`src/hw/rtl/tprm_pkg.sv`:
```
// Shared types and constants of the threshold pulse rate meter.
package tprm_pkg;

    localparam int SAMPLE_W  = 12;
    localparam int TICK_W    = 10;
    localparam int TIMEOUT_W = 16;
    localparam int ELAPSED_W = 17;
    localparam int RATE_W    = 16;
    localparam int DIGIT_W   = 4;
    localparam int BCD_W     = 20;
    localparam int STEP_W    = 4;
    localparam int CFG_IDX_W = 2;
    localparam int CFG_DAT_W = 16;

    localparam logic [RATE_W-1:0] RATE_NUM = 16'd60000;
    localparam logic [STEP_W-1:0] LAST_STEP = 4'd15;

    localparam logic [SAMPLE_W-1:0]  THRESHOLD_RST = 12'd190;
    localparam logic [TICK_W-1:0]    TICK_RST      = 10'd40;
    localparam logic [TIMEOUT_W-1:0] TIMEOUT_RST   = 16'd5000;

    localparam logic [CFG_IDX_W-1:0] REG_THRESHOLD  = 2'd0;
    localparam logic [CFG_IDX_W-1:0] REG_TICK_MS    = 2'd1;
    localparam logic [CFG_IDX_W-1:0] REG_TIMEOUT_MS = 2'd2;
    localparam logic [CFG_IDX_W-1:0] REG_RUN_ENABLE = 2'd3;

    typedef enum logic [1:0] {
        ST_IDLE,
        ST_CALC,
        ST_LOAD
    } tprm_state_t;

    typedef enum logic [1:0] {
        PH_IDLE,
        PH_DIV,
        PH_BCD
    } tprm_phase_t;

endpackage

```
`src/hw/rtl/tprm_if.sv`:
```
// Channel interfaces: sample input, result output and register write port.
interface tprm_sample_if;
    logic                          valid;
    logic                          ready;
    logic [tprm_pkg::SAMPLE_W-1:0] sample;

    modport source (output valid, output sample, input ready);
    modport sink   (input valid, input sample, output ready);
endinterface

interface tprm_result_if;
    logic                          valid;
    logic                          ready;
    logic [tprm_pkg::SAMPLE_W-1:0] sample_echo;
    logic                          beat;
    logic [tprm_pkg::RATE_W-1:0]   rate_bpm;
    logic [tprm_pkg::DIGIT_W-1:0]  ones_digit;
    logic [tprm_pkg::DIGIT_W-1:0]  tens_digit;
    logic [tprm_pkg::DIGIT_W-1:0]  hundreds_digit;
    logic                          zero_interval;
    logic                          display_clear;

    modport source (output valid, output sample_echo, output beat, output rate_bpm,
                    output ones_digit, output tens_digit, output hundreds_digit,
                    output zero_interval, output display_clear, input ready);
    modport sink   (input valid, input sample_echo, input beat, input rate_bpm,
                    input ones_digit, input tens_digit, input hundreds_digit,
                    input zero_interval, input display_clear, output ready);
endinterface

interface tprm_cfg_if;
    logic                           valid;
    logic                           ready;
    logic [tprm_pkg::CFG_IDX_W-1:0] index;
    logic [tprm_pkg::CFG_DAT_W-1:0] data;

    modport source (output valid, output index, output data, input ready);
    modport sink   (input valid, input index, input data, output ready);
endinterface

```
`src/hw/rtl/tprm_rate_unit.sv`:
```
// Bit-serial 60000/elapsed divider followed by a bit-serial BCD split.
module tprm_rate_unit (
    input  logic                                  clk,
    input  logic                                  rst_n,
    input  logic                                  start,
    input  logic [tprm_pkg::ELAPSED_W-1:0]        divisor,
    output logic                                  done,
    output logic [tprm_pkg::RATE_W-1:0]           rate,
    output logic [tprm_pkg::DIGIT_W-1:0]          ones,
    output logic [tprm_pkg::DIGIT_W-1:0]          tens,
    output logic [tprm_pkg::DIGIT_W-1:0]          hundreds
);

    localparam int NDIG = tprm_pkg::BCD_W / tprm_pkg::DIGIT_W;

    tprm_pkg::tprm_phase_t phase_reg, phase_next;
    logic [tprm_pkg::STEP_W-1:0]    step_reg, step_next;
    logic [tprm_pkg::ELAPSED_W-1:0] rem_reg, rem_next;
    logic [tprm_pkg::ELAPSED_W-1:0] div_reg, div_next;
    logic [tprm_pkg::RATE_W-1:0]    num_reg, num_next;
    logic [tprm_pkg::RATE_W-1:0]    rate_reg, rate_next;
    logic [tprm_pkg::BCD_W-1:0]     bcd_reg, bcd_next;

    logic [tprm_pkg::ELAPSED_W:0]   rem_sh;
    logic [tprm_pkg::ELAPSED_W:0]   div_ext;
    logic                           q_bit;
    logic [tprm_pkg::BCD_W-1:0]     bcd_adj;
    logic                           last;

    assign last    = (step_reg == tprm_pkg::LAST_STEP);
    assign rem_sh  = {rem_reg, num_reg[tprm_pkg::RATE_W-1]};
    assign div_ext = {1'b0, div_reg};
    assign q_bit   = (rem_sh >= div_ext);

    always_comb
    begin
        for (int i = 0; i < NDIG; i++)
        begin
            if (bcd_reg[i*tprm_pkg::DIGIT_W +: tprm_pkg::DIGIT_W] >= 4'd5)
                bcd_adj[i*tprm_pkg::DIGIT_W +: tprm_pkg::DIGIT_W] =
                    bcd_reg[i*tprm_pkg::DIGIT_W +: tprm_pkg::DIGIT_W] + 4'd3;
            else
                bcd_adj[i*tprm_pkg::DIGIT_W +: tprm_pkg::DIGIT_W] =
                    bcd_reg[i*tprm_pkg::DIGIT_W +: tprm_pkg::DIGIT_W];
        end
    end

    // next phase
    always_comb
    begin
        phase_next = phase_reg;
        unique case (phase_reg)
            tprm_pkg::PH_IDLE: if (start) phase_next = tprm_pkg::PH_DIV;
            tprm_pkg::PH_DIV:  if (last)  phase_next = tprm_pkg::PH_BCD;
            tprm_pkg::PH_BCD:  if (last)  phase_next = tprm_pkg::PH_IDLE;
            default:           phase_next = tprm_pkg::PH_IDLE;
        endcase
    end

    // datapath and status
    always_comb
    begin
        step_next = step_reg;
        rem_next  = rem_reg;
        div_next  = div_reg;
        num_next  = num_reg;
        rate_next = rate_reg;
        bcd_next  = bcd_reg;
        done      = 1'b0;
        unique case (phase_reg)
            tprm_pkg::PH_IDLE:
            begin
                if (start)
                begin
                    step_next = '0;
                    rem_next  = '0;
                    div_next  = divisor;
                    num_next  = tprm_pkg::RATE_NUM;
                end
            end
            tprm_pkg::PH_DIV:
            begin
                step_next = step_reg + 1'b1;
                rem_next  = q_bit ? tprm_pkg::ELAPSED_W'(rem_sh - div_ext)
                                  : rem_sh[tprm_pkg::ELAPSED_W-1:0];
                num_next  = {num_reg[tprm_pkg::RATE_W-2:0], q_bit};
                if (last)
                begin
                    rate_next = num_next;
                    bcd_next  = '0;
                end
            end
            tprm_pkg::PH_BCD:
            begin
                step_next = step_reg + 1'b1;
                bcd_next  = {bcd_adj[tprm_pkg::BCD_W-2:0], num_reg[tprm_pkg::RATE_W-1]};
                num_next  = {num_reg[tprm_pkg::RATE_W-2:0], 1'b0};
                done      = last;
            end
            default:
            begin
                done = 1'b0;
            end
        endcase
    end

    always_ff @(posedge clk or negedge rst_n)
    begin
        if (!rst_n)
        begin
            phase_reg <= tprm_pkg::PH_IDLE;
            step_reg  <= '0;
        end
        else
        begin
            phase_reg <= phase_next;
            step_reg  <= step_next;
        end
    end

    always_ff @(posedge clk)
    begin
        rem_reg  <= rem_next;
        div_reg  <= div_next;
        num_reg  <= num_next;
        rate_reg <= rate_next;
        bcd_reg  <= bcd_next;
    end

    assign rate     = rate_reg;
    assign ones     = bcd_reg[0 +: tprm_pkg::DIGIT_W];
    assign tens     = bcd_reg[tprm_pkg::DIGIT_W +: tprm_pkg::DIGIT_W];
    assign hundreds = bcd_reg[2*tprm_pkg::DIGIT_W +: tprm_pkg::DIGIT_W];

endmodule

```
`src/hw/rtl/threshold_pulse_rate_meter.sv`:
```
// Top level of the threshold pulse rate meter.
//
// samples: one 12-bit sensor reading per transfer. results: one item per
// processed sample with echo, beat flag, rate in bpm, its low three decimal
// digits, zero-interval and display-clear flags. cfg: register writes
// (0 threshold, 1 tick_ms, 2 timeout_ms, 3 run_enable), always ready. They must
// be issued only while the block is idle; the block itself does not enforce it.
// A sample that is not a beat, or a beat with zero elapsed time, goes from the
// pending registers into the result register in the load state. A beat with
// nonzero elapsed time first runs the rate unit: bit-serial division, then
// bit-serial BCD conversion. A new sample is taken once the previous one has
// moved into the result register. A stalled receiver holds one finished
// result while the next sample is computed. With run_enable 0 samples are
// taken and dropped without a result. Reset restores register defaults,
// clears the above-threshold flag and elapsed time, and empties the result
// register.
module threshold_pulse_rate_meter (
    input  logic          clk,
    input  logic          rst_n,
    tprm_sample_if.sink   samples,
    tprm_result_if.source results,
    tprm_cfg_if.sink      cfg
);

    tprm_pkg::tprm_state_t state_reg, state_next;

    logic [tprm_pkg::SAMPLE_W-1:0]  threshold_reg;
    logic [tprm_pkg::TICK_W-1:0]    tick_reg;
    logic [tprm_pkg::TIMEOUT_W-1:0] timeout_reg;
    logic                           run_reg;

    logic                           above_reg;
    logic [tprm_pkg::ELAPSED_W-1:0] elapsed_reg, elapsed_next;

    logic [tprm_pkg::SAMPLE_W-1:0]  pend_sample_reg;
    logic                           pend_beat_reg;
    logic                           pend_zero_reg;
    logic                           pend_clr_reg;
    logic                           pend_div_reg;

    logic                           out_valid_reg;
    logic [tprm_pkg::SAMPLE_W-1:0]  out_sample_reg;
    logic                           out_beat_reg;
    logic [tprm_pkg::RATE_W-1:0]    out_rate_reg;
    logic [tprm_pkg::DIGIT_W-1:0]   out_ones_reg;
    logic [tprm_pkg::DIGIT_W-1:0]   out_tens_reg;
    logic [tprm_pkg::DIGIT_W-1:0]   out_hund_reg;
    logic                           out_zero_reg;
    logic                           out_clr_reg;

    logic                           in_fire;
    logic                           take;
    logic                           above_now;
    logic                           beat_now;
    logic                           elapsed_zero;
    logic                           div_now;
    logic [tprm_pkg::ELAPSED_W-1:0] base_ms;
    logic [tprm_pkg::ELAPSED_W-1:0] sum_ms;
    logic                           clr_now;

    logic                           unit_start;
    logic                           unit_done;
    logic                           out_load;
    logic [tprm_pkg::RATE_W-1:0]    unit_rate;
    logic [tprm_pkg::DIGIT_W-1:0]   unit_ones;
    logic [tprm_pkg::DIGIT_W-1:0]   unit_tens;
    logic [tprm_pkg::DIGIT_W-1:0]   unit_hund;

    assign cfg.ready = 1'b1;
    assign in_fire   = samples.valid && samples.ready;
    assign take      = in_fire && run_reg;

    assign above_now    = (samples.sample >= threshold_reg);
    assign beat_now     = above_now && !above_reg;
    assign elapsed_zero = (elapsed_reg == '0);
    assign div_now      = beat_now && !elapsed_zero;
    assign base_ms      = beat_now ? '0 : elapsed_reg;
    assign sum_ms       = base_ms + tprm_pkg::ELAPSED_W'(tick_reg);
    assign clr_now      = (sum_ms > tprm_pkg::ELAPSED_W'(timeout_reg));
    assign elapsed_next = clr_now ? '0 : sum_ms;

    tprm_rate_unit u_rate (
        .clk      (clk),
        .rst_n    (rst_n),
        .start    (unit_start),
        .divisor  (elapsed_reg),
        .done     (unit_done),
        .rate     (unit_rate),
        .ones     (unit_ones),
        .tens     (unit_tens),
        .hundreds (unit_hund)
    );

    // next state
    always_comb
    begin
        state_next = state_reg;
        unique case (state_reg)
            tprm_pkg::ST_IDLE:
            begin
                if (take)
                    state_next = div_now ? tprm_pkg::ST_CALC : tprm_pkg::ST_LOAD;
            end
            tprm_pkg::ST_CALC:
            begin
                if (unit_done)
                    state_next = tprm_pkg::ST_LOAD;
            end
            tprm_pkg::ST_LOAD:
            begin
                if (!out_valid_reg || results.ready)
                    state_next = tprm_pkg::ST_IDLE;
            end
            default:
            begin
                state_next = tprm_pkg::ST_IDLE;
            end
        endcase
    end

    // outputs of the controller
    always_comb
    begin
        samples.ready = 1'b0;
        unit_start    = 1'b0;
        out_load      = 1'b0;
        unique case (state_reg)
            tprm_pkg::ST_IDLE:
            begin
                samples.ready = 1'b1;
                unit_start    = take && div_now;
            end
            tprm_pkg::ST_CALC:
            begin
                samples.ready = 1'b0;
            end
            tprm_pkg::ST_LOAD:
            begin
                out_load = !out_valid_reg || results.ready;
            end
            default:
            begin
                samples.ready = 1'b0;
            end
        endcase
    end

    always_ff @(posedge clk or negedge rst_n)
    begin
        if (!rst_n)
        begin
            state_reg     <= tprm_pkg::ST_IDLE;
            threshold_reg <= tprm_pkg::THRESHOLD_RST;
            tick_reg      <= tprm_pkg::TICK_RST;
            timeout_reg   <= tprm_pkg::TIMEOUT_RST;
            run_reg       <= 1'b1;
            above_reg     <= 1'b0;
            elapsed_reg   <= '0;
            out_valid_reg <= 1'b0;
        end
        else
        begin
            state_reg <= state_next;
            if (cfg.valid && cfg.ready)
            begin
                unique case (cfg.index)
                    tprm_pkg::REG_THRESHOLD:
                        threshold_reg <= cfg.data[tprm_pkg::SAMPLE_W-1:0];
                    tprm_pkg::REG_TICK_MS:
                        tick_reg <= cfg.data[tprm_pkg::TICK_W-1:0];
                    tprm_pkg::REG_TIMEOUT_MS:
                        timeout_reg <= cfg.data[tprm_pkg::TIMEOUT_W-1:0];
                    tprm_pkg::REG_RUN_ENABLE:
                        run_reg <= cfg.data[0];
                    default:
                        run_reg <= run_reg;
                endcase
            end
            if (take)
            begin
                above_reg   <= above_now;
                elapsed_reg <= elapsed_next;
            end
            if (out_load)
                out_valid_reg <= 1'b1;
            else if (results.ready)
                out_valid_reg <= 1'b0;
        end
    end

    always_ff @(posedge clk)
    begin
        if (take)
        begin
            pend_sample_reg <= samples.sample;
            pend_beat_reg   <= beat_now;
            pend_zero_reg   <= beat_now && elapsed_zero;
            pend_clr_reg    <= clr_now;
            pend_div_reg    <= div_now;
        end
        if (out_load)
        begin
            out_sample_reg <= pend_sample_reg;
            out_beat_reg   <= pend_beat_reg;
            out_zero_reg   <= pend_zero_reg;
            out_clr_reg    <= pend_clr_reg;
            out_rate_reg   <= pend_div_reg ? unit_rate : '0;
            out_ones_reg   <= pend_div_reg ? unit_ones : '0;
            out_tens_reg   <= pend_div_reg ? unit_tens : '0;
            out_hund_reg   <= pend_div_reg ? unit_hund : '0;
        end
    end

    assign results.valid          = out_valid_reg;
    assign results.sample_echo    = out_sample_reg;
    assign results.beat           = out_beat_reg;
    assign results.rate_bpm       = out_rate_reg;
    assign results.ones_digit     = out_ones_reg;
    assign results.tens_digit     = out_tens_reg;
    assign results.hundreds_digit = out_hund_reg;
    assign results.zero_interval  = out_zero_reg;
    assign results.display_clear  = out_clr_reg;

    a_done_in_calc: assert property (@(posedge clk) disable iff (!rst_n)
        unit_done |-> state_reg == tprm_pkg::ST_CALC)
        else $error("rate unit finished outside of a calculation");

    a_start_to_calc: assert property (@(posedge clk) disable iff (!rst_n)
        unit_start |=> state_reg == tprm_pkg::ST_CALC)
        else $error("rate unit started without entering calculation");

    a_no_beat_no_rate: assert property (@(posedge clk) disable iff (!rst_n)
        (results.valid && !results.beat) |->
            (results.rate_bpm == '0 && !results.zero_interval))
        else $error("rate or zero interval reported without a beat");

    a_zero_no_rate: assert property (@(posedge clk) disable iff (!rst_n)
        (results.valid && results.zero_interval) |-> results.rate_bpm == '0)
        else $error("nonzero rate on a zero interval");

endmodule
```
`src/flat_wrapper.sv`:
```
// flat-port wrapper written by rule: the top's interface ports become plain ports
module threshold_pulse_rate_meter_flat 
  (clk, rst_n, samples_valid, samples_sample, samples_ready, results_valid, results_sample_echo, results_beat, results_rate_bpm, results_ones_digit, results_tens_digit, results_hundreds_digit, results_zero_interval, results_display_clear, results_ready, cfg_valid, cfg_index, cfg_data, cfg_ready);
  tprm_sample_if samples_i ();
  tprm_result_if results_i ();
  tprm_cfg_if cfg_i ();
  input  logic clk;
  input  logic rst_n;
  input wire logic [$bits(samples_i.valid)-1:0] samples_valid;
  input wire logic [$bits(samples_i.sample)-1:0] samples_sample;
  output wire logic [$bits(samples_i.ready)-1:0] samples_ready;
  output wire logic [$bits(results_i.valid)-1:0] results_valid;
  output wire logic [$bits(results_i.sample_echo)-1:0] results_sample_echo;
  output wire logic [$bits(results_i.beat)-1:0] results_beat;
  output wire logic [$bits(results_i.rate_bpm)-1:0] results_rate_bpm;
  output wire logic [$bits(results_i.ones_digit)-1:0] results_ones_digit;
  output wire logic [$bits(results_i.tens_digit)-1:0] results_tens_digit;
  output wire logic [$bits(results_i.hundreds_digit)-1:0] results_hundreds_digit;
  output wire logic [$bits(results_i.zero_interval)-1:0] results_zero_interval;
  output wire logic [$bits(results_i.display_clear)-1:0] results_display_clear;
  input wire logic [$bits(results_i.ready)-1:0] results_ready;
  input wire logic [$bits(cfg_i.valid)-1:0] cfg_valid;
  input wire logic [$bits(cfg_i.index)-1:0] cfg_index;
  input wire logic [$bits(cfg_i.data)-1:0] cfg_data;
  output wire logic [$bits(cfg_i.ready)-1:0] cfg_ready;
  assign samples_i.valid = samples_valid;
  assign samples_i.sample = samples_sample;
  assign samples_ready = samples_i.ready;
  assign results_valid = results_i.valid;
  assign results_sample_echo = results_i.sample_echo;
  assign results_beat = results_i.beat;
  assign results_rate_bpm = results_i.rate_bpm;
  assign results_ones_digit = results_i.ones_digit;
  assign results_tens_digit = results_i.tens_digit;
  assign results_hundreds_digit = results_i.hundreds_digit;
  assign results_zero_interval = results_i.zero_interval;
  assign results_display_clear = results_i.display_clear;
  assign results_i.ready = results_ready;
  assign cfg_i.valid = cfg_valid;
  assign cfg_i.index = cfg_index;
  assign cfg_i.data = cfg_data;
  assign cfg_ready = cfg_i.ready;
  threshold_pulse_rate_meter u_core (.clk(clk), .rst_n(rst_n), .samples(samples_i), .results(results_i), .cfg(cfg_i));
endmodule
```
`config.mk`:
```
export PLATFORM = sky130hd
export DESIGN_NAME = threshold_pulse_rate_meter_flat
export DESIGN_NICKNAME = d
export VERILOG_FILES = /design/src/hw/rtl/tprm_pkg.sv /design/src/hw/rtl/tprm_if.sv /design/src/hw/rtl/tprm_rate_unit.sv /design/src/hw/rtl/threshold_pulse_rate_meter.sv /design/src/flat_wrapper.sv
export SDC_FILE = /design/constraint.sdc
export NUM_CORES = 1
export LEC_CHECK = 0
export ABC_AREA = 1
export CORE_MARGIN = 1.5
export CORE_UTILIZATION = 65
export CTS_BUF_LIST = sky130_fd_sc_hd__clkbuf_4 sky130_fd_sc_hd__clkbuf_8
export CTS_CLUSTER_DIAMETER = 60
export DETAILED_ROUTE_END_ITERATION = 8
export DONT_BUFFER_PORTS = 1
export PLACE_DENSITY = 0.84
export SETUP_SLACK_MARGIN = 0.05
export SYNTH_ARGS = -nofsm -noshare
export SYNTH_HDL_FRONTEND = slang
export SYNTH_HIERARCHICAL = 1
export SYNTH_SLANG_ARGS = --single-unit
```
`constraint.sdc`:
```
create_clock -name clk -period 12.85 [get_ports clk]
set_input_delay 2.57 -clock clk [delete_from_list [all_inputs] [get_ports clk]]
set_output_delay 2.57 -clock clk [all_outputs]
set_load 0.02 [all_outputs]
```
==> results.md, run 1 <==
* Run status: completed
* Count of unique library cells instantiated by Yosys at 48
* Top post-synthesis cells by count: sky130_fd_sc_hd__nand2_1 (318), sky130_fd_sc_hd__inv_1 (235), sky130_fd_sc_hd__edfxtp_1 (137), sky130_fd_sc_hd__nor2_1 (104), sky130_fd_sc_hd__nand3_1 (71)
* CP dominant cell by count: sky130_fd_sc_hd__nand2_1
* Number of buffers added on ports at 0
* Largest net degree at the start of global routing at 67
* Clock network latency to the later pin of the worst-skew pair at 0.52 ns
* Fin. Hold Viols at 0
* Slowest cell on the critical path: sky130_fd_sc_hd__nor2_4
* Power per cell area at 123 nW/um^2
* Number of antenna violations at the first check in global routing at 0
* Post-layout min period at 6.66 ns
* Number of buffers created by CTS at 34
* Placement row count at 46
* Routed length per instance at 14.4 um
* # DRC at 0
* Global Route Usage Sum at 0.250
* Nets@finish at 1325
* Post-CTS setup-driven buffer insertion count at 0
* Clock Pin Slew Worst Setup and Hold Paths at 0.06 ns
* Path class of the lowest-slack min-delay path: reg -> reg
* Global-route wire length before repair at 35.1 mm
* Arrival time of data at the critical path endpoint at 6.92 ns
* Setup crit start kind: input port
* Syn_nets at 1307
* Fin. max-slew vios at 0
* Final instance count without filler cells at 1465
* Placed standard-cell area at 10900 um^2
* Top area cells in the synthesized netlist: sky130_fd_sc_hd__edfxtp_1 (38%), sky130_fd_sc_hd__dfrtp_1 (12%), sky130_fd_sc_hd__nand2_1 (11%), sky130_fd_sc_hd__inv_1 (8.2%), sky130_fd_sc_hd__ha_1 (7.6%)
* Clock Root Buffer: sky130_fd_sc_hd__clkbuf_8
* Filler Cells Inserted at 1188
* Die Y at 131 um
* Critical path fanouts, max at 17
* Delay of the slowest cell on the worst path at 0.37 ns
* Final total negative setup slack at 0 ns
* Placement-stage worst setup slack at 5.78 ns
* Number of detailed-routing iterations run before antenna repair at 5
* Combined buffer and inverter count along the critical path at 2
* Post-Syn Instances at 1205
* Number of levels the H-tree was split into at 2
* Via count of the routed design at 7794
* CTS tree: built
* Worst setup path class: in -> reg
* Final GP Congestion at 0.908
* Total congestion overflow at 0
* Number of nets with antenna violations after detailed routing at 0
* Max capacitance violation total at 0
* Area of the core at 16000 um^2
* Proportion of netlist area held by the largest area contributor at 0.384
* Antenna cells at 0
* Number of flip-flops and latches in the synthesized netlist at 203
* Number of synthesized flops with an enable pin at 137
* Cell area after layout at 11600 um^2
* Slew at the pin closest to its max-slew limit at 1.14 ns
* Final standard cell utilization of the core at 0.728
* Count of warnings emitted by yosys at 6
* Top-level port count at 81
* Aggregate routed wire length at 21.0 mm
* Leading register cell type out of synthesis: sky130_fd_sc_hd__edfxtp_1
* Remaining max-slew budget at the tightest pin at 0.238
* Setup repair after global routing missed its margin: false
* Fraction of layout instances using a drive strength above 1 at 0.0929
* Proportion of synthesized chip area in sequential cells at 0.540
* Hold-fix buffer count after cts at 0
* Share of flip-flops with an asynchronous set or reset after synthesis at 0.325
* Worst Path Required at 13.11 ns
* Number of sinks on the clock net at 203
* Worst-case clock skew at 0.0195 ns
* Initial DRC Count at 656
* Cell taking the most area after synthesis: sky130_fd_sc_hd__edfxtp_1
* Via count of the first global-routing pass at 7553
* Clock Path Buffers at 3
* Number of failing setup endpoints in the final timing report at 0
* Leakage Power at 0.00543 uW
* Die Outline Area at 17200 um^2
* Count leader, synth: sky130_fd_sc_hd__nand2_1
* Half-perimeter wire length after placement at 15.0 mm
* Die X-Extent at 131 um
* CP top delay family: simple AND/OR/NAND/NOR gates
* Initial Util at 0.669
* Netlist area before placement at 10700 um^2
* Area growth from synthesis to final layout at 8.83%
* Endpoint class of the critical path: flop
* Vias per std cell at 5.32
* Number of placed cells counting well taps at 1403
* Synthesized area per cell at 8.88 um^2
* Setup slack after layout at 6.19 ns
* Share of the cycle needed by the critical path after routing at 0.518
* Maximum resistive drop on vdd at 0.000108 V
* Post-CTS resize count at 0
* Fmax achieved at 0.150 GHz
final cells by class:
type / count / area [um^2] / area share
Inverter: 246 / 923 / 0.0793
Timing Repair Buffer: 5 / 37.5 / 0.00322
Clock inverter: 6 / 68.8 / 0.00591
Clock buffer: 56 / 677 / 0.0581
Sequential cell: 203 / 5780 / 0.497
Tap cell: 216 / 270 / 0.0232
Multi-Input combinational cell: 733 / 3890 / 0.334
per-layer routing:
| layer | track usage | share of wire | vias up |
|---|---|---|---|
| met5 | 0 | 0 | - |
| met4 | 0.0870 | 0.019 | 0 |
| met3 | 0.0432 | 0.061 | 32 |
| met2 | 0.432 | 0.50 | 263 |
| met1 | 0.321 | 0.42 | 3638 |
| li1 | - | - | 3861 |
path summary, 6_finish.rpt:
path,from,end,slack (ns),cells past startpoint
max,samples_sample[11],u_core/pend_clr_reg,6.19,29
min,u_core/pend_sample_reg[6],u_core/results.sample_echo[6],0.42,0
max reg2reg,u_core/threshold_reg[7],u_core/pend_clr_reg,7.78,30
min reg2reg,u_core/pend_sample_reg[6],u_core/results.sample_echo[6],0.42,0
max in group asynchronous,rst_n,u_core/tick_reg[3],10.90,0
min in group asynchronous,rst_n,u_core/timeout_reg[14],1.74,0
where the power goes:
group	total, uW	internal, uW	switching (uW)
clock	609	356	253
combinational	92.9	35.3	57.6
sequential	730	718	12.6
total	1430	1110	323
stage by stage:
stage | hold slack (ns) | power (uW)
after global routing | 0.428 | 1490
after floorplan | 0.400 | 808
after CTS | 0.418 | 1440
after global placement | 0.401 | 826
after detailed placement | 0.405 | 833
final | 0.419 | 1430
kinds of logic (layout without fill, tap and decap cells):
family	after synthesis	in the layout	share of synthesized area
xor gates and xnor gates	20	20	0.0164
buffers and inverters	269	313	0.0974
adders and majority gates	67	67	0.0797
and+or+nand+nor	544	544	0.215
DFF	203	203	0.540
AOI/OAI and AO/OA	101	101	0.0507
other	1	1	0.000350
cell usage in the layout (no fill, tap or decap), types with 3 or more instances in the layout:
cell                       Yosys  routed
sky130_fd_sc_hd__a21oi_1      37      37
sky130_fd_sc_hd__buf_4         1       5
sky130_fd_sc_hd__clkbuf_4      0      15
sky130_fd_sc_hd__clkbuf_8      0      41
sky130_fd_sc_hd__dfrtp_1      52      52
sky130_fd_sc_hd__dfstp_2      14      14
sky130_fd_sc_hd__edfxtp_1    137     137
sky130_fd_sc_hd__ha_1         65      65
sky130_fd_sc_hd__inv_1       235     235
sky130_fd_sc_hd__inv_2        10      10
sky130_fd_sc_hd__nand2_1     318     318
sky130_fd_sc_hd__nand2_2       4       4
sky130_fd_sc_hd__nand3_1      71      71
sky130_fd_sc_hd__nand3_2       5       5
sky130_fd_sc_hd__nand4_1      10      10
sky130_fd_sc_hd__nor2_1      104     102
sky130_fd_sc_hd__nor2_2        3       4
sky130_fd_sc_hd__nor2_4        3       4
sky130_fd_sc_hd__nor3_1       13      13
sky130_fd_sc_hd__o21ai_0      48      47
sky130_fd_sc_hd__o21ai_1       2       3
sky130_fd_sc_hd__o21bai_1      3       3
sky130_fd_sc_hd__xnor2_1       5       5
sky130_fd_sc_hd__xor2_1       15      15
Power figures use the tool's default switching activity.
==> inputs of run 2 (changes only) <==
==> constraint.sdc (replaced) <==
create_clock -name clk -period 6.4 [get_ports clk]
set_input_delay 1.28 -clock clk [delete_from_list [all_inputs] [get_ports clk]]
set_output_delay 1.28 -clock clk [all_outputs]
set_load 0.02 [all_outputs]
==> run 2 against run 1 <==
Critical path depth unchanged. Largest power group unchanged. Final cell count unchanged. Flip-flop and latch count stayed put. Non-clock buffer count is the same. Clock skew is 0.0015 ns higher. Global-route usage decreased by 0.10 points. Critical endpoint unchanged. Sequential power increased by 100%.
==> results.md, run 2 (same netlist as run 1, synthesis figures left out) <==
* Run status: completed
* Via count of the first global-routing pass at 7570
* Hold-fix buffer count after cts at 0
* Maximum resistive drop on vdd at 0.000247 V
* Remaining max-slew budget at the tightest pin at 0.237
* Post-CTS resize count at 0
* Critical path fanouts, max at 17
* Number of levels the H-tree was split into at 2
* Setup crit start kind: input port
* Power per cell area at 248 nW/um^2
* Total stage count of the critical path at 29
* CP dominant cell by count: sky130_fd_sc_hd__nand2_1
* Antenna cells at 0
* Via count of the routed design at 7687
* Internal Dissipation at 2250 uW
* Most common library cell in the layout ignoring fill and taps: sky130_fd_sc_hd__nand2_1
* # DRC at 0
* Share of total power in combinational logic at 0.064
* Clock network latency to the later pin of the worst-skew pair at 0.53 ns
* Area of the core at 16000 um^2
* Top-level port count at 81
* Die Outline Area at 17200 um^2
* Number of sinks on the clock net at 203
* Part of the total power dissipated in the clock network at 0.429
* Total congestion overflow at 0
* Aggregate routed wire length at 20.8 mm
* Final total negative setup slack at 0 ns
* Global Route Usage Sum at 0.249
* Routed length per instance at 14.2 um
* Clock Root Buffer: sky130_fd_sc_hd__clkbuf_8
* R2R Setup Slk at 1.45 ns
* Area growth from synthesis to final layout at 8.85%
* Clock Path Buffers at 3
* Initial Util at 0.669
* Leakage Power at 0.00543 uW
* Global-route wire length before repair at 34.9 mm
* Final standard cell utilization of the core at 0.728
* Largest net degree at the start of global routing at 67
* Reg-to-Reg Start: u_core/threshold_reg[7]
* Path class of the lowest-slack min-delay path: reg -> reg
* Worst-case clock skew at 0.0210 ns
* Placement row count at 46
* Slew at the pin closest to its max-slew limit at 1.14 ns
* Setup repair after global routing missed its margin: false
* Half-perimeter wire length after placement at 14.8 mm
* Worst Path Required at 6.65 ns
* Fmax achieved at 0.191 GHz
* Die X-Extent at 131 um
* Final GP Congestion at 0.912
* Post-CTS setup-driven buffer insertion count at 0
* Fraction of layout instances using a drive strength above 1 at 0.0913
* CTS tree: built
* Number of buffers added on ports at 0
* Power, Total at 2890 uW
* Net switching power at 640 uW
* Number of antenna violations at the first check in global routing at 0
* Post-layout min period at 5.23 ns
* Share of power burned in registers at 0.507
* Beginning of the critical path: samples_sample[11]
* Share of the cycle needed by the critical path after routing at 0.818
* Die Y at 131 um
* Slowest cell on the critical path: sky130_fd_sc_hd__nor2_4
* Combined buffer and inverter count along the critical path at 2
* Endpoint class of the critical path: flop
* Net Sw Frac at 0.222
* Fin. max-slew vios at 0
* Capturing element of the worst setup path: u_core/pend_clr_reg
* Nets@finish at 1325
* Number of nets with antenna violations after detailed routing at 0
* Number of failing setup endpoints in the final timing report at 0
* Max capacitance violation total at 0
* Critical R2R Capture: u_core/pend_clr_reg
* Arrival time of data at the critical path endpoint at 5.49 ns
* Filler Cells Inserted at 1175
* Vias per std cell at 5.25
* Number of detailed-routing iterations run before antenna repair at 5
* Setup slack after layout at 1.17 ns
* Placement-stage worst setup slack at 0.694 ns
* CP top delay family: simple AND/OR/NAND/NOR gates
* Worst setup path class: in -> reg
* Fin. Hold Viols at 0
* Number of buffers created by CTS at 34
* Highest-count cells in the layout ignoring fill and taps: sky130_fd_sc_hd__nand2_1 (318), sky130_fd_sc_hd__inv_1 (235), sky130_fd_sc_hd__edfxtp_1 (137)
* R2r worst-path depth at 30
* Initial DRC Count at 552
* Post-route worst hold slack at 0.417 ns
* Delay of the slowest cell on the worst path at 0.37 ns
* Clock Pin Slew Worst Setup and Hold Paths at 0.06 ns
run 2: worst min-delay path by stage:
stage / slack [ns] / startpoint / cells past startpoint / endpoint
6_report: 0.42 / u_core/pend_sample_reg[9] / 0 / u_core/results.sample_echo[9]
5_1_grt: 0.42 / u_core/pend_sample_reg[11] / 0 / u_core/results.sample_echo[11]
4_1_cts: 0.42 / rst_n / 0 / u_core/u_rate/step_reg[1]
3_5_place_dp: 0.40 / u_core/pend_clr_reg / 0 / u_core/results.display_clear
3_3_place_gp: 0.40 / u_core/pend_sample_reg[7] / 0 / u_core/results.sample_echo[7]
2_1_floorplan: 0.40 / u_core/pend_beat_reg / 0 / u_core/results.beat
run 2: power groups by stage:
stage	sequential, uW	combinational (uW)	clock (uW)
3_5_place_dp	1490	181	0
6_report	1460	183	1240
2_1_floorplan	1480	141	0
3_3_place_gp	1490	169	0
5_1_grt	1470	218	1310
4_1_cts	1460	184	1260
run 2: through the flow:
stage,area (um^2),std cells
2_1_floorplan,10700,1205
3_3_place_gp,10900,1403
3_5_place_dp,10900,1403
4_1_cts,11600,1465
5_1_grt,11600,1465
6_report,11600,1465
run 2: cell type report:
class,instances,area [um^2],area share
Clock buffer,55,657,0.0564
Clock inverter,7,91.3,0.00784
Inverter,246,923,0.0793
Multi-Input combinational cell,733,3890,0.334
Sequential cell,203,5780,0.496
Tap cell,216,270,0.0232
Timing Repair Buffer,5,37.5,0.00322
run 2: worst reg2reg max path: cells and delay by family, from the launching register on:
family	cells	cell delay (ns)
buffers and inverters	4	0.40
adder cells (fa/ha/maj)	3	0.89
AND/OR/NAND/NOR	18	2.18
XOR/XNOR	1	0.27
AO/OA/AOI/OAI	4	0.45
flip-flops	1	0.53
run 2: metal layers:
| metal | part of all wire | vias up | GRT usage |
|---|---|---|---|
| met5 | 0 | - | 0 |
| met4 | 0.026 | 0 | 0.0926 |
| met3 | 0.055 | 53 | 0.0482 |
| met2 | 0.49 | 226 | 0.429 |
| met1 | 0.43 | 3544 | 0.316 |
| li1 | - | 3864 | - |
